--- config.mk ---
export PLATFORM = sky130hd
export DESIGN_NAME = analog_keypad_decoder
export DESIGN_NICKNAME = d
export VERILOG_FILES = /design/src/akd_pkg.sv /design/src/akd_ram.sv /design/src/akd_ctrl.sv /design/src/akd_datapath.sv /design/src/analog_keypad_decoder.sv
export SDC_FILE = /design/constraint.sdc
export NUM_CORES = 1
export LEC_CHECK = 0
export BUFFER_PORTS_ARGS = -buffer_cell sky130_fd_sc_hd__buf_2
export CAP_MARGIN = 20
export CORE_MARGIN = 2
export CORE_UTILIZATION = 35
export CTS_BUF_LIST = sky130_fd_sc_hd__clkbuf_4 sky130_fd_sc_hd__clkbuf_8
export DETAILED_ROUTE_END_ITERATION = 6
export PLACE_DENSITY = 0.55
export REMOVE_ABC_BUFFERS = 1
export SLEW_MARGIN = 20
export SYNTH_ARGS = -nofsm -noshare
export SYNTH_HDL_FRONTEND = slang
export SYNTH_SLANG_ARGS = --single-unit
export TNS_END_PERCENT = 100
--- constraint.sdc ---
create_clock -name aclk -period 13.6 [get_ports aclk]
set_clock_uncertainty 0.15 [all_clocks]
set_input_delay 2.72 -clock aclk [delete_from_list [all_inputs] [get_ports aclk]]
set_output_delay 2.72 -clock aclk [all_outputs]
set_load 0.02 [all_outputs]
--- src/akd_pkg.sv ---
`timescale 1ns / 1ps
// Shared types, codes and constants of the analog keypad decoder.
package akd_pkg;

    // Sample and field widths
    localparam int ADC_BITS = 12;
    localparam int ADJ_W    = ADC_BITS + 2;
    localparam int DIST_W   = ADC_BITS + 1;
    localparam int OFF_W    = 10;
    localparam int CNT_W    = 8;
    localparam int GAP_W    = 16;
    localparam int TIME_W   = 32;
    localparam int CMD_W    = 2;
    localparam int CIDX_W   = 4;
    localparam int KEY_W    = 5;
    localparam int LEVEL_W  = 4;
    localparam int IN_W     = 64;
    localparam int OUT_W    = 16;
    localparam int CFG_AW   = 3;
    localparam int CFG_DW   = 16;

    localparam logic [ADC_BITS-1:0] ADC_MAX   = {ADC_BITS{1'b1}};
    localparam logic [KEY_W-1:0]    NO_KEY    = 5'd16;
    localparam logic [CNT_W-1:0]    COUNT_CAP = 8'd250;

    // Defaults of the top level parameters
    localparam int DEF_NUM_KEYS    = 16;
    localparam int DEF_QUEUE_DEPTH = 8;

    // Register reset values
    localparam logic                RST_ENABLED  = 1'b1;
    localparam logic [OFF_W-1:0]    RST_OFFSET   = 10'd0;
    localparam logic [ADC_BITS-1:0] RST_BAND     = 12'd100;
    localparam logic [ADC_BITS-1:0] RST_NO_KEY   = 12'd4000;
    localparam logic                RST_IDLE_LOW = 1'b0;
    localparam logic [ADC_BITS-1:0] RST_TOL      = 12'd80;
    localparam logic [CNT_W-1:0]    RST_POLLS    = 8'd3;
    localparam logic [GAP_W-1:0]    RST_GAP      = 16'd200;

    // Factory calibration of the ladder, key 0 first
    localparam logic [ADC_BITS-1:0] DEFAULT_CENTERS [16] = '{
        12'd60,   12'd200,  12'd355,  12'd510,  12'd675,  12'd850,  12'd1030, 12'd1215,
        12'd1410, 12'd1620, 12'd1845, 12'd2080, 12'd2340, 12'd2630, 12'd2940, 12'd3275
    };

    // Item commands
    typedef enum logic [CMD_W-1:0] {
        CMD_SAMPLE = 2'd0,
        CMD_POP    = 2'd1,
        CMD_WRITE  = 2'd2,
        CMD_NONE   = 2'd3
    } cmd_t;

    // Configuration register indexes
    typedef enum logic [CFG_AW-1:0] {
        REG_ENABLED  = 3'd0,
        REG_OFFSET   = 3'd1,
        REG_BAND     = 3'd2,
        REG_NO_KEY   = 3'd3,
        REG_IDLE_LOW = 3'd4,
        REG_TOL      = 3'd5,
        REG_POLLS    = 3'd6,
        REG_GAP      = 3'd7
    } reg_idx_t;

    // Controller to datapath commands
    typedef struct packed {
        logic capture;
        logic calc;
        logic scan_step;
        logic update;
        logic pop_rd;
        logic pop_done;
        logic wr_center;
        logic out_load;
    } ctrl_t;

    // Datapath to controller status
    typedef struct packed {
        logic enabled;
        logic scan_last;
        logic q_empty;
        logic out_free;
    } stat_t;

endpackage

--- src/akd_ram.sv ---
`timescale 1ns / 1ps
// Generic single-write, single-read RAM with registered read data.
module akd_ram #(
    parameter int WIDTH = 4,
    parameter int DEPTH = 8
) (
    input  logic                     aclk,
    input  logic                     we,
    input  logic [$clog2(DEPTH)-1:0] waddr,
    input  logic [WIDTH-1:0]         wdata,
    input  logic                     re,
    input  logic [$clog2(DEPTH)-1:0] raddr,
    output logic [WIDTH-1:0]         rdata
);

    logic [WIDTH-1:0] mem_reg [DEPTH];
    logic [WIDTH-1:0] rdata_reg;

    always_ff @(posedge aclk) begin
        if (we) begin
            mem_reg[waddr] <= wdata;
        end
        if (re) begin
            rdata_reg <= mem_reg[raddr];
        end
    end

    assign rdata = rdata_reg;

endmodule

--- src/akd_ctrl.sv ---
`timescale 1ns / 1ps
// Sequencing state machine of the keypad decoder.
module akd_ctrl import akd_pkg::*; (
    input  logic             aclk,
    input  logic             aresetn,
    input  logic             s_tvalid,
    output logic             s_tready,
    input  logic [CMD_W-1:0] s_cmd,
    input  stat_t            status,
    output ctrl_t            ctrl
);

    typedef enum logic [2:0] {
        ST_IDLE,
        ST_CALC,
        ST_SCAN,
        ST_UPDATE,
        ST_POP_RD,
        ST_POP_OUT,
        ST_WRITE,
        ST_BLANK
    } state_t;

    state_t state_reg, state_next;
    logic   ready_reg;
    cmd_t   cmd;

    assign cmd      = cmd_t'(s_cmd);
    assign s_tready = ready_reg;

    // Next state and commands
    always_comb begin
        state_next = state_reg;
        ctrl       = '0;
        case (state_reg)
            ST_IDLE: begin
                if (s_tvalid && ready_reg) begin
                    ctrl.capture = 1'b1;
                    case (cmd)
                        CMD_SAMPLE: state_next = status.enabled ? ST_CALC : ST_BLANK;
                        CMD_POP:    state_next = ST_POP_RD;
                        CMD_WRITE:  state_next = ST_WRITE;
                        default:    state_next = ST_BLANK;
                    endcase
                end
            end
            ST_CALC: begin
                ctrl.calc  = 1'b1;
                state_next = ST_SCAN;
            end
            ST_SCAN: begin
                ctrl.scan_step = 1'b1;
                if (status.scan_last) begin
                    state_next = ST_UPDATE;
                end
            end
            ST_UPDATE: begin
                if (status.out_free) begin
                    ctrl.update   = 1'b1;
                    ctrl.out_load = 1'b1;
                    state_next    = ST_IDLE;
                end
            end
            ST_POP_RD: begin
                ctrl.pop_rd = 1'b1;
                state_next  = status.q_empty ? ST_BLANK : ST_POP_OUT;
            end
            ST_POP_OUT: begin
                if (status.out_free) begin
                    ctrl.pop_done = 1'b1;
                    ctrl.out_load = 1'b1;
                    state_next    = ST_IDLE;
                end
            end
            ST_WRITE: begin
                if (status.out_free) begin
                    ctrl.wr_center = 1'b1;
                    ctrl.out_load  = 1'b1;
                    state_next     = ST_IDLE;
                end
            end
            ST_BLANK: begin
                if (status.out_free) begin
                    ctrl.out_load = 1'b1;
                    state_next    = ST_IDLE;
                end
            end
            default: begin
                state_next = ST_IDLE;
            end
        endcase
    end

    // State and registered ready
    always_ff @(posedge aclk) begin
        if (!aresetn) begin
            state_reg <= ST_IDLE;
            ready_reg <= 1'b0;
        end else begin
            state_reg <= state_next;
            ready_reg <= (state_next == ST_IDLE);
        end
    end

endmodule

--- src/akd_datapath.sv ---
`timescale 1ns / 1ps
// Datapath: registers, offset and clamp, centre scan, debounce, event queue, output register.
module akd_datapath import akd_pkg::*; #(
    parameter int NUM_KEYS    = DEF_NUM_KEYS,
    parameter int QUEUE_DEPTH = DEF_QUEUE_DEPTH
) (
    input  logic              aclk,
    input  logic              aresetn,
    input  logic              cfg_we,
    input  logic [CFG_AW-1:0] cfg_addr,
    input  logic [CFG_DW-1:0] cfg_wdata,
    input  logic [IN_W-1:0]   s_tdata,
    input  ctrl_t             ctrl,
    output stat_t             status,
    output logic              m_tvalid,
    input  logic              m_tready,
    output logic [OUT_W-1:0]  m_tdata
);

    localparam int KI_W = $clog2(NUM_KEYS);
    localparam int QP_W = $clog2(QUEUE_DEPTH);
    localparam int QC_W = $clog2(QUEUE_DEPTH + 1);

    // Configuration registers
    logic                enabled_reg;
    logic [OFF_W-1:0]    offset_reg;
    logic [ADC_BITS-1:0] band_reg;
    logic [ADC_BITS-1:0] no_key_reg;
    logic                idle_low_reg;
    logic [ADC_BITS-1:0] tol_reg;
    logic [CNT_W-1:0]    polls_reg;
    logic [GAP_W-1:0]    gap_reg;

    // Captured item
    logic [ADC_BITS-1:0] sample_reg;
    logic [TIME_W-1:0]   now_reg;
    logic [CIDX_W-1:0]   cidx_reg;
    logic [ADC_BITS-1:0] cval_reg;

    // Decode state
    logic [ADC_BITS-1:0] adj_reg, adj_next;
    logic                idle_reg, idle_next;
    logic                gap_ok_reg, gap_ok_next;
    logic [KI_W-1:0]     scan_idx_reg;
    logic [KI_W-1:0]     best_idx_reg;
    logic [DIST_W-1:0]   best_delta_reg;
    logic [ADC_BITS-1:0] centers_reg [NUM_KEYS];

    // Debounce and event state
    logic [KEY_W-1:0]    last_cand_reg;
    logic [CNT_W-1:0]    stable_cnt_reg, stable_cnt_next;
    logic [KEY_W-1:0]    last_stable_reg;
    logic [TIME_W-1:0]   last_time_reg;

    // Queue pointers
    logic [QP_W-1:0]     head_reg, head_inc;
    logic [QP_W-1:0]     tail_reg, tail_inc;
    logic [QC_W-1:0]     qcount_reg, qcount_push;
    logic [CIDX_W-1:0]   ram_rdata;

    // Output register
    logic                m_valid_reg;
    logic                out_det_reg, out_queued_reg, out_dropped_reg, out_pvalid_reg;
    logic [CIDX_W-1:0]   out_kidx_reg, out_pidx_reg;
    logic [LEVEL_W-1:0]  out_level_reg;

    // Combinational helpers
    logic signed [ADJ_W-1:0]  sum;
    logic signed [ADJ_W-1:0]  idle_floor;
    logic [TIME_W-1:0]        elapsed;
    logic [ADC_BITS-1:0]      center_cur;
    logic signed [DIST_W-1:0] diff;
    logic [DIST_W-1:0]        delta;
    logic                     closer;
    logic [KEY_W-1:0]         cand;
    logic                     take;
    logic                     push;
    logic                     full;

    // Offset, clamp, idle test and event gap
    always_comb begin
        sum = signed'({2'b00, sample_reg})
            + signed'({{(ADJ_W - OFF_W){offset_reg[OFF_W-1]}}, offset_reg});
        if (sum < 0) begin
            adj_next = '0;
        end else if (sum > signed'({2'b00, ADC_MAX})) begin
            adj_next = ADC_MAX;
        end else begin
            adj_next = sum[ADC_BITS-1:0];
        end
        idle_floor = signed'({2'b00, no_key_reg}) - signed'({2'b00, band_reg});
        if (idle_low_reg) begin
            idle_next = ({1'b0, adj_next} <= ({1'b0, no_key_reg} + {1'b0, band_reg}));
        end else begin
            idle_next = (signed'({2'b00, adj_next}) >= idle_floor);
        end
        elapsed     = now_reg - last_time_reg;
        gap_ok_next = (elapsed >= {{(TIME_W - GAP_W){1'b0}}, gap_reg});
    end

    // Distance to the centre under the scan pointer
    always_comb begin
        center_cur = centers_reg[scan_idx_reg];
        diff       = signed'({1'b0, adj_reg}) - signed'({1'b0, center_cur});
        delta      = (diff < 0) ? DIST_W'(-diff) : DIST_W'(diff);
        closer     = (delta < best_delta_reg);
    end

    // Candidate, debounce and push decision
    always_comb begin
        if (idle_reg || (best_delta_reg > {1'b0, tol_reg})) begin
            cand = NO_KEY;
        end else begin
            cand = KEY_W'(best_idx_reg);
        end
        if (cand == last_cand_reg) begin
            stable_cnt_next = (stable_cnt_reg < COUNT_CAP) ? stable_cnt_reg + 1'b1
                                                           : stable_cnt_reg;
        end else begin
            stable_cnt_next = CNT_W'(1);
        end
        take = (stable_cnt_next >= polls_reg) && (cand != last_stable_reg);
        push = take && (cand != NO_KEY) && gap_ok_reg;
        full = (qcount_reg >= QC_W'(QUEUE_DEPTH));
        qcount_push = full ? qcount_reg : qcount_reg + 1'b1;
        head_inc = (head_reg == QP_W'(QUEUE_DEPTH - 1)) ? '0 : head_reg + 1'b1;
        tail_inc = (tail_reg == QP_W'(QUEUE_DEPTH - 1)) ? '0 : tail_reg + 1'b1;
    end

    // Configuration writes
    always_ff @(posedge aclk) begin
        if (!aresetn) begin
            enabled_reg  <= RST_ENABLED;
            offset_reg   <= RST_OFFSET;
            band_reg     <= RST_BAND;
            no_key_reg   <= RST_NO_KEY;
            idle_low_reg <= RST_IDLE_LOW;
            tol_reg      <= RST_TOL;
            polls_reg    <= RST_POLLS;
            gap_reg      <= RST_GAP;
        end else if (cfg_we) begin
            case (reg_idx_t'(cfg_addr))
                REG_ENABLED:  enabled_reg  <= cfg_wdata[0];
                REG_OFFSET:   offset_reg   <= cfg_wdata[OFF_W-1:0];
                REG_BAND:     band_reg     <= cfg_wdata[ADC_BITS-1:0];
                REG_NO_KEY:   no_key_reg   <= cfg_wdata[ADC_BITS-1:0];
                REG_IDLE_LOW: idle_low_reg <= cfg_wdata[0];
                REG_TOL:      tol_reg      <= cfg_wdata[ADC_BITS-1:0];
                REG_POLLS:    polls_reg    <= cfg_wdata[CNT_W-1:0];
                REG_GAP:      gap_reg      <= cfg_wdata[GAP_W-1:0];
                default:      ;
            endcase
        end
    end

    // Item capture and first decode stage
    always_ff @(posedge aclk) begin
        if (ctrl.capture) begin
            sample_reg <= s_tdata[ADC_BITS-1:0];
            now_reg    <= s_tdata[43:12];
            cidx_reg   <= s_tdata[47:44];
            cval_reg   <= s_tdata[59:48];
        end
        if (ctrl.calc) begin
            adj_reg    <= adj_next;
            idle_reg   <= idle_next;
            gap_ok_reg <= gap_ok_next;
        end
    end

    // Nearest-centre scan, one centre a cycle
    always_ff @(posedge aclk) begin
        if (!aresetn) begin
            scan_idx_reg   <= '0;
            best_idx_reg   <= '0;
            best_delta_reg <= '0;
        end else if (ctrl.calc) begin
            scan_idx_reg   <= '0;
            best_idx_reg   <= '0;
            best_delta_reg <= {1'b0, ADC_MAX} + 1'b1;
        end else if (ctrl.scan_step) begin
            scan_idx_reg <= status.scan_last ? '0 : scan_idx_reg + 1'b1;
            if (closer) begin
                best_delta_reg <= delta;
                best_idx_reg   <= scan_idx_reg;
            end
        end
    end

    // Calibration centres
    always_ff @(posedge aclk) begin
        if (!aresetn) begin
            for (int k = 0; k < NUM_KEYS; k++) begin
                centers_reg[k] <= DEFAULT_CENTERS[k];
            end
        end else if (ctrl.wr_center) begin
            for (int k = 0; k < NUM_KEYS; k++) begin
                if (cidx_reg == CIDX_W'(k)) begin
                    centers_reg[k] <= cval_reg;
                end
            end
        end
    end

    // Debounce state, event time and queue pointers
    always_ff @(posedge aclk) begin
        if (!aresetn) begin
            last_cand_reg   <= NO_KEY;
            stable_cnt_reg  <= '0;
            last_stable_reg <= NO_KEY;
            last_time_reg   <= '0;
            head_reg        <= '0;
            tail_reg        <= '0;
            qcount_reg      <= '0;
        end else if (ctrl.update) begin
            last_cand_reg  <= cand;
            stable_cnt_reg <= stable_cnt_next;
            if (take) begin
                last_stable_reg <= cand;
            end
            if (push) begin
                last_time_reg <= now_reg;
                tail_reg      <= tail_inc;
                qcount_reg    <= qcount_push;
                if (full) begin
                    head_reg <= head_inc;
                end
            end
        end else if (ctrl.pop_done) begin
            head_reg   <= head_inc;
            qcount_reg <= qcount_reg - 1'b1;
        end
    end

    // Event store
    akd_ram #(
        .WIDTH (CIDX_W),
        .DEPTH (QUEUE_DEPTH)
    ) u_queue (
        .aclk  (aclk),
        .we    (ctrl.update && push),
        .waddr (tail_reg),
        .wdata (cand[CIDX_W-1:0]),
        .re    (ctrl.pop_rd),
        .raddr (head_reg),
        .rdata (ram_rdata)
    );

    // Output valid
    always_ff @(posedge aclk) begin
        if (!aresetn) begin
            m_valid_reg <= 1'b0;
        end else if (ctrl.out_load) begin
            m_valid_reg <= 1'b1;
        end else if (m_tready) begin
            m_valid_reg <= 1'b0;
        end
    end

    // Output fields
    always_ff @(posedge aclk) begin
        if (ctrl.out_load) begin
            out_det_reg     <= 1'b0;
            out_kidx_reg    <= '0;
            out_queued_reg  <= 1'b0;
            out_dropped_reg <= 1'b0;
            out_pvalid_reg  <= 1'b0;
            out_pidx_reg    <= '0;
            out_level_reg   <= LEVEL_W'(qcount_reg);
            if (ctrl.update) begin
                out_det_reg     <= (cand != NO_KEY);
                out_kidx_reg    <= (cand != NO_KEY) ? cand[CIDX_W-1:0] : '0;
                out_queued_reg  <= push;
                out_dropped_reg <= push && full;
                out_level_reg   <= push ? LEVEL_W'(qcount_push) : LEVEL_W'(qcount_reg);
            end else if (ctrl.pop_done) begin
                out_pvalid_reg <= 1'b1;
                out_pidx_reg   <= ram_rdata;
                out_level_reg  <= LEVEL_W'(qcount_reg - 1'b1);
            end
        end
    end

    assign m_tvalid = m_valid_reg;
    assign m_tdata  = {out_level_reg, out_pidx_reg, out_pvalid_reg, out_dropped_reg,
                       out_queued_reg, out_kidx_reg, out_det_reg};

    assign status.enabled   = enabled_reg;
    assign status.scan_last = (scan_idx_reg == KI_W'(NUM_KEYS - 1));
    assign status.q_empty   = (qcount_reg == '0);
    assign status.out_free  = !m_valid_reg || m_tready;

endmodule

--- src/analog_keypad_decoder.sv ---
`timescale 1ns / 1ps
// Resistor-ladder keypad decoder: input stream in, one result item per input item out.
//
// Input channel s_*: each item carries a command in s_tuser (sample, pop event, write centre)
// and its operands in s_tdata. Result channel m_*: one status item per input item, in order.
// A sample is offset, clamped, tested against the idle band, matched against the key
// centres, debounced and, when a new stable key passes the event gap, pushed into the
// event queue (oldest entry dropped when full). A pop returns the oldest queued key.
// An enabled sample is captured, offset and clamped, then the centre scan compares
// one centre per cycle, then the result is loaded; a pop first does the registered queue
// memory read; a centre write, a disabled sample or an unknown command loads its result
// with no further step. The result is registered and shows the cycle after the last step;
// the next item is accepted while it waits to be taken.
// When m_tready stays low, the block finishes at most one further item's decode and
// holds it until the output register frees up; s_tready then stays low.
// Reset (aresetn low, synchronous) restores register defaults and the factory centres,
// empties the event queue and clears the debounce state. The user must write registers
// on the cfg_* port only while the block is idle; the block itself does not enforce it.
module analog_keypad_decoder import akd_pkg::*; #(
    parameter int NUM_KEYS    = DEF_NUM_KEYS,
    parameter int QUEUE_DEPTH = DEF_QUEUE_DEPTH
) (
    input  logic              aclk,
    input  logic              aresetn,
    // configuration write port
    input  logic              cfg_we,
    input  logic [CFG_AW-1:0] cfg_addr,
    input  logic [CFG_DW-1:0] cfg_wdata,
    // input channel
    input  logic              s_tvalid,
    output logic              s_tready,
    // adc_sample[11:0], now_ms[43:12], center_index[47:44], center_value[59:48], zero pad
    input  logic [IN_W-1:0]   s_tdata,
    // cmd[1:0]
    input  logic [CMD_W-1:0]  s_tuser,
    // result channel
    output logic              m_tvalid,
    input  logic              m_tready,
    // key_detected[0], key_index[4:1], event_queued[5], event_dropped[6],
    // popped_valid[7], popped_index[11:8], queue_level[15:12]
    output logic [OUT_W-1:0]  m_tdata
);

    ctrl_t ctrl;
    stat_t status;

    akd_ctrl u_ctrl (
        .aclk     (aclk),
        .aresetn  (aresetn),
        .s_tvalid (s_tvalid),
        .s_tready (s_tready),
        .s_cmd    (s_tuser),
        .status   (status),
        .ctrl     (ctrl)
    );

    akd_datapath #(
        .NUM_KEYS    (NUM_KEYS),
        .QUEUE_DEPTH (QUEUE_DEPTH)
    ) u_datapath (
        .aclk      (aclk),
        .aresetn   (aresetn),
        .cfg_we    (cfg_we),
        .cfg_addr  (cfg_addr),
        .cfg_wdata (cfg_wdata),
        .s_tdata   (s_tdata),
        .ctrl      (ctrl),
        .status    (status),
        .m_tvalid  (m_tvalid),
        .m_tready  (m_tready),
        .m_tdata   (m_tdata)
    );

    // One item at a time: no new item right after one is taken
    assert property (@(posedge aclk) disable iff (!aresetn)
        (s_tvalid && s_tready) |=> !s_tready)
        else $error("item accepted while previous item still in progress");

    // A result is only loaded into a free output register
    assert property (@(posedge aclk) disable iff (!aresetn)
        ctrl.out_load |-> (!m_tvalid || m_tready))
        else $error("output register overwritten while stalled");

    // A pop result only completes on a non-empty queue
    assert property (@(posedge aclk) disable iff (!aresetn)
        ctrl.pop_done |-> !status.q_empty)
        else $error("pop completed without a valid queue read");

    // The scan only runs after the first decode stage or on itself
    assert property (@(posedge aclk) disable iff (!aresetn)
        ctrl.scan_step |-> ($past(ctrl.calc) || $past(ctrl.scan_step)))
        else $error("centre scan started without a decoded sample");

endmodule

======== After elaboration in Yosys (flattened, before gate mapping) ========
Memories as Yosys holds them, arrays and structs flattened. A register that Yosys moved wholly into a read port is not among the register bits.
Index checks and enable logic that the tools add are counted.
storage, ports and cells
  memory bits (writable) .................. 224
  output and inout bits ................... 18
  memories ................................ 2
  flip-flop bits (word level) ............. 248
cells by class
  magnitude comparators ................... 11
  bitwise operators ....................... 18
  equality and inequality tests ........... 39
  reductions and logical operators ........ 37
  multiplexer cells ....................... 127
  add/subtract/negate cells ............... 12
memory list
  memory                      depth  bits a word  rd ports  clocked after Yosys merged registers in  write ports  RTL line            source
  u_datapath.centers_reg      16     12           1         1                                        16           akd_datapath.sv:47  logic [ADC_BITS-1:0] centers_reg [NUM_KEYS];
  u_datapath.u_queue.mem_reg  8      4            1         1                                        1            akd_ram.sv:16       logic [WIDTH-1:0] mem_reg [DEPTH];
operators by type and width
  operator                                                         number
  two-way mux 12 bit                                               18
  two-way mux 1 bit                                                80
  two-way mux 13 bit                                               4
  equality test 4 bit, second input constant                       9
  >= comparator 32 x 16 -> 1 bit                                   1
  subtractor 32 bit                                                1
  equality test 3 bit, second input constant                       10
  two-way mux 3 bit                                                10
  two-way mux 4 bit                                                7
  AND reduction 2 bit                                              13
  subtractor 12 x 12 -> 13 bit                                     2
  equality test 4 x 3 -> 1 bit, second input constant              4
  two-way mux 8 bit                                                2
  bitwise OR 1 bit                                                 16
  one-hot mux 3 bit (5 select lines)                               1
  adder 13 x 10 -> 14 bit                                          1
  >= comparator 13 x 14 -> 1 bit                                   1
  greater-than comparator 14 x 13 -> 1 bit, second input constant  1
  less-than comparator 14 x 1 -> 1 bit, second input constant      1
  adder 12 x 12 -> 13 bit                                          1
  greater-than comparator 13 x 12 -> 1 bit                         1
  <= comparator 12 x 13 -> 1 bit                                   1
  less-than comparator 13 x 1 -> 1 bit, second input constant      1
  less-than comparator 13 bit                                      1
  other kinds (34)                                                 57

======== Logic depth before layout (Yosys ltp) ========
Gate-level depths: netlist of run 1.
  depth in word-level cells ............... 12
  gate-level depth with buffers ........... 26
  gate-level depth less buffers ........... 22

======== Cells and area by module ========
From an unflattened synthesis of run 1, not the netlist that was laid out.
unflattened totals
  cell total of the unflattened synthesis .. 2,250
  area, all modules ....................... 24,882.6 um^2
by module, submodules not included
  module        area an instance (um^2)  cells each  times used
  akd_datapath  23,110.9                 2,143       1
  akd_ram       1,410.1                  63          1
  akd_ctrl      361.6                    44          1

======== Worst setup path after synthesis of run 1 ========
No wires, ideal clock.
  path kind ............................... in2reg
  start ................................... input port s_tvalid
  end ..................................... register u_datapath.cidx_reg[0] (enable)
  required time ........................... 12.824 ns
  path slack .............................. 4.339 ns
  cell stages on the path ................. 2
  library setup time ...................... 0.626 ns
  data arrival time ....................... 8.485 ns
  cell sequence ........................... nand2_1 -> nor4_1
RTL lines
  item                  RTL line                     source
  start, declared       analog_keypad_decoder.sv:30  input logic s_tvalid,
  end signal, assigned  akd_datapath.sv:161          cidx_reg <= s_tdata[47:44];
  end, declared         akd_datapath.sv:37           logic [CIDX_W-1:0] cidx_reg;

==> metrics.txt, run 1 <==
outcome=complete, no violations; Max Cap Violations=0; Net Sw Frac=30.80%; Final period util=53.52%; Sw Pwr=between 0.001 and 0.0015 W; Post-Syn Instances=between 2000 and 2500; routability cong.=just over 0.8; unrepaired setup endpoints after global routing=no; combinational share of power=about 24%; Area growth syn-to-layout=13.22%; VDD IR-drop max=approximately 0.000068 V; top cells by count, synth=334 x nand2_1, 318 x edfxtp_1, 202 x nor2_1; max FFs per register=between 150 and 200; Clock Latency Late Sink=roughly 0.67 ns; Post-DRT Antenna Nets=0; DP Wirelength=42.42 mm; post-placement cell area=around 26000 sq um; Reg power frac=41.7%; vias in the first global route=~17000; TritonCTS clock tree=built; mux contribution to synthesized area=approximately 7.3%; initial core utilization=a little over a third; synthesis-stage register bit count=between 400 and 500; TritonRoute pass-1 iters=5; Max clock buf depth=3; Crit. End Element=flip-flop; H-tree levels=3; top post-synthesis cells by area=edfxtp_1 39%, dfxtp_1 13%, ha_1 8.2%, mux4_2 6.2%, nand2_1 5.1%; DR iter-0 viols=between 1000 and 1500; share of cells above drive strength 1=between 10 and 15%; Clock power frac=about a third; setup bufs post-CTS=0; Seq/Total Area, Yosys=approximately 52%; post-synthesis area per instance=around 11 sq um; std cell rows=between 90 and 100; CTS sink count=480; top cell type's share of synthesized area=38.52%; finished layout cell area=around 28000 sq um; crit path kind=reg -> reg; max-slew violation count=0; Post-Synth Simple-Gate Area=between 10% and 20%; IO Pins=about 110; Post-synth EDFFs=318; Fin Setup TNS=0 ns; Synth Area in Compound Gates=a little under an eighth; CTS root buffer=clkbuf_8; total routed wirelength=between 60 and 70 mm; worst setup margin=about 6.3 ns; first-pass GRT wire length=about 96 mm; most common cell in the netlist=nand2_1; Critical Path Source Type=flip-flop; FMAX=between 100 and 150 MHz; Synth Area in Adders=8.632%; Final Hold Fails=0; Mapped Area=~25000 sq um; routed length per instance=between 15 and 20 um; Cell Pwr Density=between 100 and 150 nW/um^2; largest family of logic cells by synthesized area=simple AND/OR/NAND/NOR gates; Crit path arrival time=approximately 7.8 ns; # port buffers=103; Die W=between 200 and 300 um; Synth Flop Type=edfxtp_1; routed via count=between 15000 and 20000; DP Worst Slack=roughly 6 ns; Total Routing Usage GR=approximately 17%; cell accounting for the most synthesized area=edfxtp_1; DIE HEIGHT=around 270 um; CP max FO=34; grt total ovfl=0; Core ar.=around 70000 sq um; Netlist cell types=85; Worst EP required=between 10 and 15 ns; Synth Warn #=0; fin crit period=slightly above 7 ns; Setup violations, final=0; ys async rst share=0%; Int Power=0.002874 W; initial antenna violation count=3; largest net degree at the start of global routing=84; CTS buffer count=between 80 and 90; Lkg Pwr=between 10 and 15 nW; CTS Hold Bufs=0; post-cts sizing count=0; Worst Hold Class=reg -> reg; post-DR vias/cell=5.088; Reg clk slew, reported paths=approximately 0.060 ns; residual DRC count=0; Slew @ Worst Pin=1.142 ns; final core utilization=around two fifths; Nets=about 2700; slew margin rel.=23.84%; Die ar.=72970 sq um; xor/xnor share of the synthesized area=~2.7%
## cells in the final DEF, fill, tap and decap left out, drive strengths merged, types with 30 or more instances in the layout
| cell | instances |
|---|---|
| buf | 121 |
| o21ai | 69 |
| xor2 | 30 |
| dfxtp | 162 |
| edfxtp | 318 |
| nand3 | 47 |
| xnor2 | 45 |
| clkinv | 33 |
| nand2 | 334 |
| nor2 | 202 |
| clkbuf | 112 |
| inv | 176 |
| a21o | 30 |
| nor3 | 35 |
| ha | 163 |
| mux4 | 68 |
| a21oi | 192 |
## power by group through the flow
stage | Clock (W) | Combinational, W | Sequential, W
2_1_floorplan | 0 | 0.000733 | 0.00176
3_3_place_gp | 0 | 0.000995 | 0.00176
3_5_place_dp | 0 | 0.00102 | 0.00176
6_report | 0.00141 | 0.00101 | 0.00173
4_1_cts | 0.00145 | 0.00102 | 0.00173
5_1_grt | 0.00151 | 0.00114 | 0.00174
## area by class of cell
cell class	count	area, sq um
antenna	2	5.005
clock buffer	112	1423
clock inverter	43	356.6
fill	6758	41970
inverter	175	659.4
multi-input combinational	1567	11000
sequential	480	12800
tap	940	1176
timing repair buffer	121	650.6
## metrics by stage
step / power (W) / instances / hold slack [ns]
finish: 0.004153 / 3440 / 0.2977
CTS: 0.004207 / 3438 / 0.3017
global placement: 0.002755 / 3283 / 0.2883
detailed placement: 0.002777 / 3283 / 0.2938
global route: 0.004388 / 3440 / 0.3141
floorplan: 0.002498 / 2222 / 0.2819
## worst paths after layout
| path | from | to | slack [ns] | cells after the start |
|---|---|---|---|---|
| worst max-delay path | flip-flop | u_datapath.best_delta_reg[11] | 6.32 | 19 |
| worst min-delay path | u_datapath.last_time_reg[26] | u_datapath.last_time_reg[26] | 0.30 | 2 |
| worst max register to register | flip-flop | u_datapath.best_delta_reg[11] | 6.32 | 19 |
| worst min register to register | u_datapath.last_time_reg[26] | u_datapath.last_time_reg[26] | 0.30 | 2 |
## critical path, cell delays in order, from the launching register on
cell and delay (ns):
dfxtp_4 0.55, buf_4 0.65, mux4_2 0.61, mux4_2 0.52, ha_1 0.23, fa_1 0.41
nor2b_1 0.18, o31a_1 0.20, o31a_1 0.24, o2111ai_1 0.15, a21oi_1 0.70, a41oi_1 0.12
xnor2_1 0.27, ha_1 0.28, and3_1 0.19, a2111oi_0 0.54, nand3_2 0.63, nor3b_1 0.36
mux2_1 0.16, a41o_1 0.08
## cell families after synthesis
logic type | after synthesis
simple gates | 784
compound gates | 446
fa+ha+maj | 168
flops | 480
xor+xnor | 75
mux | 94
buf+inv | 269
## layer usage
| metal | track usage [%] | vias to the layer above | wire (um) |
|---|---|---|---|
| met4 | 5.453 | 2 | 1416 |
| li1 | - | 8544 | - |
| met2 | 27.84 | 398 | 29500 |
| met1 | 21.74 | 8461 | 27320 |
| met3 | 2.818 | 98 | 2754 |
| met5 | 0 | - | 13 |
No activity file was read; power rests on OpenSTA's default activity.
==> inputs of run 2 (changes only) <==
- clock period: 13.6 -> 7.52 ns (I/O delays scaled with it)
==> run 2 against run 1 <==
Against the previous run: total power grew 81%; first-iteration DRC count grew 16%; cell count is essentially flat; highest routed layer unchanged; die area is the same; critical path depth is the same.
==> metrics.txt, run 2 (synthesis results as in run 1) <==
fin crit period=6.394 ns (was 7.279 ns); initial core utilization=35.40% (unchanged); Area growth syn-to-layout=13.37% (was 13.22%); CTS buffer count=83 (was 85); Total Routing Usage GR=16.62% (was 16.59%); Fin Setup TNS=0 ns (unchanged); Critical Path Source Type=flip-flop (unchanged); Die ar.=72970 sq um (unchanged); Post-DRT Antenna Nets=0 (unchanged); Die W=270.1 um (unchanged); TritonCTS clock tree=built (unchanged); Setup violations, final=0 (unchanged); Crit. End Element=flip-flop (unchanged); CP max FO=34 (unchanged); Nets=2691 (was 2688); max-slew violation count=0 (unchanged); Max Cap Violations=0 (unchanged); slew margin rel.=33.72% (was 23.84%); routed via count=17612 (was 17503); Final Hold Fails=0 (unchanged); Cell Pwr Density=267.0 nW/um^2 (was 148.0 nW/um^2); Clock Latency Late Sink=0.68 ns (was 0.67 ns); routability cong.=0.8388 (was 0.8232); FMAX=156.4 MHz (was 137.4 MHz); Lkg Pwr=10.16 nW (was 10.12 nW); max FFs per register=192 (unchanged); post-DR vias/cell=5.115 (was 5.088); setup bufs post-CTS=0 (unchanged); DP Worst Slack=1.052 ns (was 5.998 ns); Sw Pwr=0.002290 W (was 0.001279 W); # port buffers=103 (unchanged); worst path cell trace=buf_4, mux4_2, mux4_2, inv_1, ha_1, inv_1, nor4_1, a21oi_1, o311ai_0, a311oi_1, nand4_1, nor4b_2, ha_1, and3_1, a2111oi_0, nand3_1, buf_4, a21oi_1, nor2_1 (was buf_4, mux4_2, mux4_2, ha_1, fa_1, nor2b_1, o31a_1, o31a_1, o2111ai_1, a21oi_1, a41oi_1, xnor2_1, ha_1, and3_1, a2111oi_0, nand3_2, nor3b_1, mux2_1, a41o_1); unrepaired setup endpoints after global routing=no (unchanged); Top Family by Delay on Critical Path=compound AO/OA/AOI/OAI gates (unchanged); worst setup margin=1.126 ns (was 6.321 ns); routed length per instance=17.81 um (was 17.73 um); initial antenna violation count=4 (was 3); Worst Hold Class=reg -> reg (unchanged); Int Power=0.005215 W (was 0.002874 W); Net Sw Frac=30.51% (was 30.80%); Crit path arrival time=6.75 ns (was 7.75 ns); VDD IR-drop max=0.0001407 V (was 0.00006822 V); Worst EP required=7.88 ns (was 14.07 ns); slowest cell delay on critical path=0.82 ns (was 0.70 ns); Slew @ Worst Pin=0.9942 ns (was 1.142 ns); grt total ovfl=0 (unchanged); residual DRC count=0 (unchanged); outcome=complete, no violations (unchanged); std cell rows=97 (unchanged); Max clock buf depth=3 (unchanged); Reg clk slew, reported paths=0.05 ns (was 0.06 ns); Final period util=85.02% (was 53.52%); Reg power frac=42.1% (was 41.7%); DIE HEIGHT=270.1 um (unchanged); CTS sink count=480 (unchanged); Slowest-stage cell, CP=dfxtp_4 (was a21oi_1); combinational share of power=24.2% (was 24.4%); H-tree levels=3 (unchanged); CTS root buffer=clkbuf_8 (unchanged); Clock power frac=33.8% (was 33.9%); largest net degree at the start of global routing=80 (was 84); Core ar.=70030 sq um (unchanged); IO Pins=108 (unchanged); DP Wirelength=42.95 mm (was 42.42 mm); vias in the first global route=17348 (was 17382); first-pass GRT wire length=95.74 mm (was 95.81 mm); most common cell after layout, fill and taps aside=nand2_1 (unchanged); worst hold slack=0.3000 ns (was 0.2977 ns); CTS Hold Bufs=0 (unchanged); crit path kind=reg -> reg (unchanged); total routed wirelength=61.32 mm (was 61.00 mm); post-cts sizing count=0 (unchanged); Buf+Inv Stages, Crit Path=4 (was 1); most frequent cells in the layout=334 x nand2_1, 318 x edfxtp_1, 202 x nor2_1 (was 334 x nand2_1, 318 x edfxtp_1, 201 x nor2_1); DR iter-0 viols=1250 (was 1078); TritonRoute pass-1 iters=5 (unchanged); share of cells above drive strength 1=15.13% (was 14.69%)
==> run 2: metrics by stage <==
stage               util, %  instance area, sq um  std cells  power (W)
floorplan                 -                 24410       2222   0.004517
global placement      37.55                 26300       3287   0.004977
detailed placement    37.56                 26300       3288   0.005022
CTS                   40.10                 28080       3439   0.007590
global route          40.13                 28100       3443   0.007953
finish                40.13                 28100       3443   0.007505
==> run 2: path summary, 6_finish.rpt <==
kind / to / startpoint / cells past startpoint / slack [ns]
worst max-delay path: u_datapath.best_delta_reg[0] / flip-flop / 19 / 1.13
worst min-delay path: u_datapath.last_time_reg[23] / u_datapath.last_time_reg[23] / 2 / 0.30
worst max register to register: u_datapath.best_delta_reg[0] / flip-flop / 19 / 1.13
worst min register to register: u_datapath.last_time_reg[23] / u_datapath.last_time_reg[23] / 2 / 0.30
==> run 2: worst reg2reg max path, stage by stage (launching register included) <==
cell       delay (ns)
dfxtp_4          0.82
buf_4            0.47
mux4_2           0.58
mux4_2           0.50
inv_1            0.08
ha_1             0.31
inv_1            0.17
nor4_1           0.07
a21oi_1          0.13
o311ai_0         0.14
a311oi_1         0.53
nand4_1          0.18
nor4b_2          0.33
ha_1             0.30
and3_1           0.21
a2111oi_0        0.39
nand3_1          0.34
buf_4            0.33
a21oi_1          0.17
nor2_1           0.06
==> run 2: area by class of cell <==
class                      instances  area, sq um
sequential                       480        12800
inverter                         175        659.4
multi-input combinational       1567        11000
clock inverter                    23        226.5
timing repair buffer             126        688.2
clock buffer                     128         1549
fill                            6782        41930
tap                              940         1176
antenna                            4        10.01
==> run 2: metal layers <==
metal | global-route usage (%) | vias up | share of wire, %
met5 | 0 | - | 0.026
met4 | 5.015 | 2 | 1.9
met1 | 21.21 | 8546 | 44
met2 | 28.27 | 415 | 49
met3 | 3.467 | 88 | 5.4
li1 | - | 8561 | -
==> run 2: power groups by stage <==
stage                     clock (W)  sequential [W]  combinational, W
after CTS                   0.00261         0.00316           0.00182
after global placement            0         0.00321           0.00177
after floorplan                   0         0.00319           0.00133
final                       0.00254         0.00316           0.00181
after detailed placement          0         0.00322           0.00181
after global routing        0.00273         0.00318           0.00204
==> inputs of run 3 (changes only) <==
- CELL_PAD_IN_SITES_DETAIL_PLACEMENT: default -> 1
- CELL_PAD_IN_SITES_GLOBAL_PLACEMENT: default -> 2
- PLACE_DENSITY: 0.55 -> 0.74
==> run 3 against run 2 <==
Against the previous run: total power grew 1.9%; cell count increased by 0.41%; sequential share of layout area fell by 0.16 points; clock-buffer cell count fell by 7; global-route usage up 1.8 points; wire length rose by 10%; combinational power up 3%; maximum frequency decreased by 1.7%; final area up 0.34%; die area is the same; critical endpoint is now u_datapath.best_delta_reg[5]; largest cell class unchanged.
==> metrics.txt, run 3 (synthesis results as in run 1) <==
outcome=complete, no violations (unchanged); DP Wirelength=48.24 mm (was 42.95 mm); worst setup margin=1.014 ns (was 1.126 ns); Finished Layout Cells=3457 (was 3443); Nets=2701 (was 2691); max FFs per register=192 (unchanged); GRT met1 Usage=24.06% (was 21.21%); Worst Hold Class=reg -> reg (unchanged); Lkg Pwr=10.20 nW (was 10.16 nW); GRT Max-Usage Layer=met2 (unchanged); Slew @ Worst Pin=1.100 ns (was 0.9942 ns); CTS Hold Bufs=0 (unchanged); share of cells above drive strength 1=15.23% (was 15.13%); Setup violations, final=0 (unchanged); post-placement cell area=26330 sq um (was 26300 sq um); Max clock buf depth=3 (unchanged); Core ar.=70030 sq um (unchanged); TritonCTS clock tree=built (unchanged); total routed wirelength=67.53 mm (was 61.32 mm); TritonRoute pass-1 iters=5 (unchanged); VDD IR-drop max=0.0001182 V (was 0.0001407 V); Critical Path Source Type=flip-flop (unchanged); worst hold slack=0.3018 ns (was 0.3000 ns); grt total ovfl=0 (unchanged); Crit path arrival time=6.92 ns (was 6.75 ns); most frequent cells in the layout=334 x nand2_1, 318 x edfxtp_1, 201 x nor2_1 (was 334 x nand2_1, 318 x edfxtp_1, 202 x nor2_1); Die ar.=72970 sq um (unchanged); Final Hold Fails=0 (unchanged); CTS root buffer=clkbuf_8 (unchanged); Worst EP required=7.93 ns (was 7.88 ns); met2 Use GR=31.12% (was 28.27%); CP max FO=27 (was 34); most common cell after layout, fill and taps aside=nand2_1 (unchanged); Area growth syn-to-layout=13.76% (was 13.37%); first-pass GRT wire length=105.7 mm (was 95.74 mm); Reg clk slew, reported paths=0.06 ns (was 0.05 ns); routability cong.=0.8227 (was 0.8388); vias in the first global route=18932 (was 17348); Hold Startpoint=u_datapath.last_time_reg[22] (was u_datapath.last_time_reg[23]); IO Pins=108 (unchanged); fin crit period=6.506 ns (was 6.394 ns); final core utilization=40.27% (was 40.13%); met3 Resource Use GR=2.898% (was 3.467%); CTS buffer count=89 (was 83); setup bufs post-CTS=0 (unchanged); initial antenna violation count=1 (was 4); H-tree levels=3 (unchanged); Clock Latency Late Sink=0.69 ns (was 0.68 ns); routed via count=18039 (was 17612); Crit. End Element=flip-flop (unchanged); post-DR vias/cell=5.218 (was 5.115); std cell rows=97 (unchanged); Max Cap Violations=0 (unchanged); residual DRC count=0 (unchanged); DP Worst Slack=0.9523 ns (was 1.052 ns); Post-DRT Antenna Nets=0 (unchanged); DR iter-0 viols=986 (was 1250); max-slew violation count=0 (unchanged); # port buffers=103 (unchanged); unrepaired setup endpoints after global routing=no (unchanged); largest net degree at the start of global routing=79 (was 80); post-cts sizing count=0 (unchanged); Total Routing Usage GR=18.40% (was 16.62%); Cell Pwr Density=271.1 nW/um^2 (was 267.0 nW/um^2); slew margin rel.=25.62% (was 33.72%); FMAX=153.7 MHz (was 156.4 MHz); finished layout cell area=28200 sq um (was 28100 sq um); Die W=270.1 um (unchanged); initial core utilization=35.40% (unchanged); Placed Cells=3292 (was 3288); Final period util=86.51% (was 85.02%); DIE HEIGHT=270.1 um (unchanged); CTS sink count=480 (unchanged); fillers=7791 (was 6782); crit path kind=reg -> reg (unchanged); routed length per instance=19.53 um (was 17.81 um)
==> run 3: routing by layer <==
layer | share of wire (%) | vias to the layer above
met5 | 0 | -
met4 | 2.2 | 0
met3 | 4.4 | 107
met2 | 48 | 351
met1 | 45 | 8988
li1 | - | 8593
==> run 3: final timing paths <==
| check | slack (ns) | to | cells past startpoint |
|---|---|---|---|
| hold / removal | 0.30 | u_datapath.last_time_reg[22] | 2 |
| setup reg to reg | 1.01 | u_datapath.best_delta_reg[5] | 18 |
| hold reg to reg | 0.30 | u_datapath.last_time_reg[22] | 2 |
| setup / recovery | 1.01 | u_datapath.best_delta_reg[5] | 18 |
==> run 3: area by class of cell <==
| class | count | area (sq um) | share of cell area, % |
|---|---|---|---|
| Clock buffer | 121 | 1521 | 5.396 |
| Timing Repair Buffer | 130 | 718.2 | 2.547 |
| Tap cell | 940 | 1176 | 4.171 |
| Sequential cell | 480 | 12800 | 45.38 |
| Multi-Input combinational cell | 1567 | 10980 | 38.95 |
| Inverter | 175 | 659.4 | 2.338 |
| Clock inverter | 42 | 337.8 | 1.198 |
| Antenna cell | 2 | 5.005 | 0.01775 |
==> run 3: worst max-delay path, cell delays in order, from the launching register on <==
cell       delay, ns
dfxtp_4         0.74
buf_4           0.46
mux4_2          0.59
mux4_2          0.49
inv_1           0.08
ha_1            0.33
inv_1           0.19
nor4_1          0.07
a21oi_1         0.12
o311ai_0        0.15
a311oi_1        0.53
nand4_1         0.20
nor4b_2         0.33
ha_1            0.30
and3_1          0.21
a2111oi_0       0.41
nand3_1         0.41
buf_4           0.35
a211oi_1        0.26
==> run 3: metrics by stage <==
stage | total power (W) | setup TNS (ns)
after floorplan | 0.004517 | -31.58
after global placement | 0.005016 | 0
after detailed placement | 0.005083 | 0
after CTS | 0.007759 | 0
after global routing | 0.008102 | 0
final | 0.007645 | 0
==> run 3: report_power, final <==
| part | total, W | switching [W] | internal [W] |
|---|---|---|---|
| Sequential | 0.00316 | 0.000152 | 0.00300 |
| Combinational | 0.00186 | 0.00109 | 0.000767 |
| Clock | 0.00263 | 0.00116 | 0.00146 |
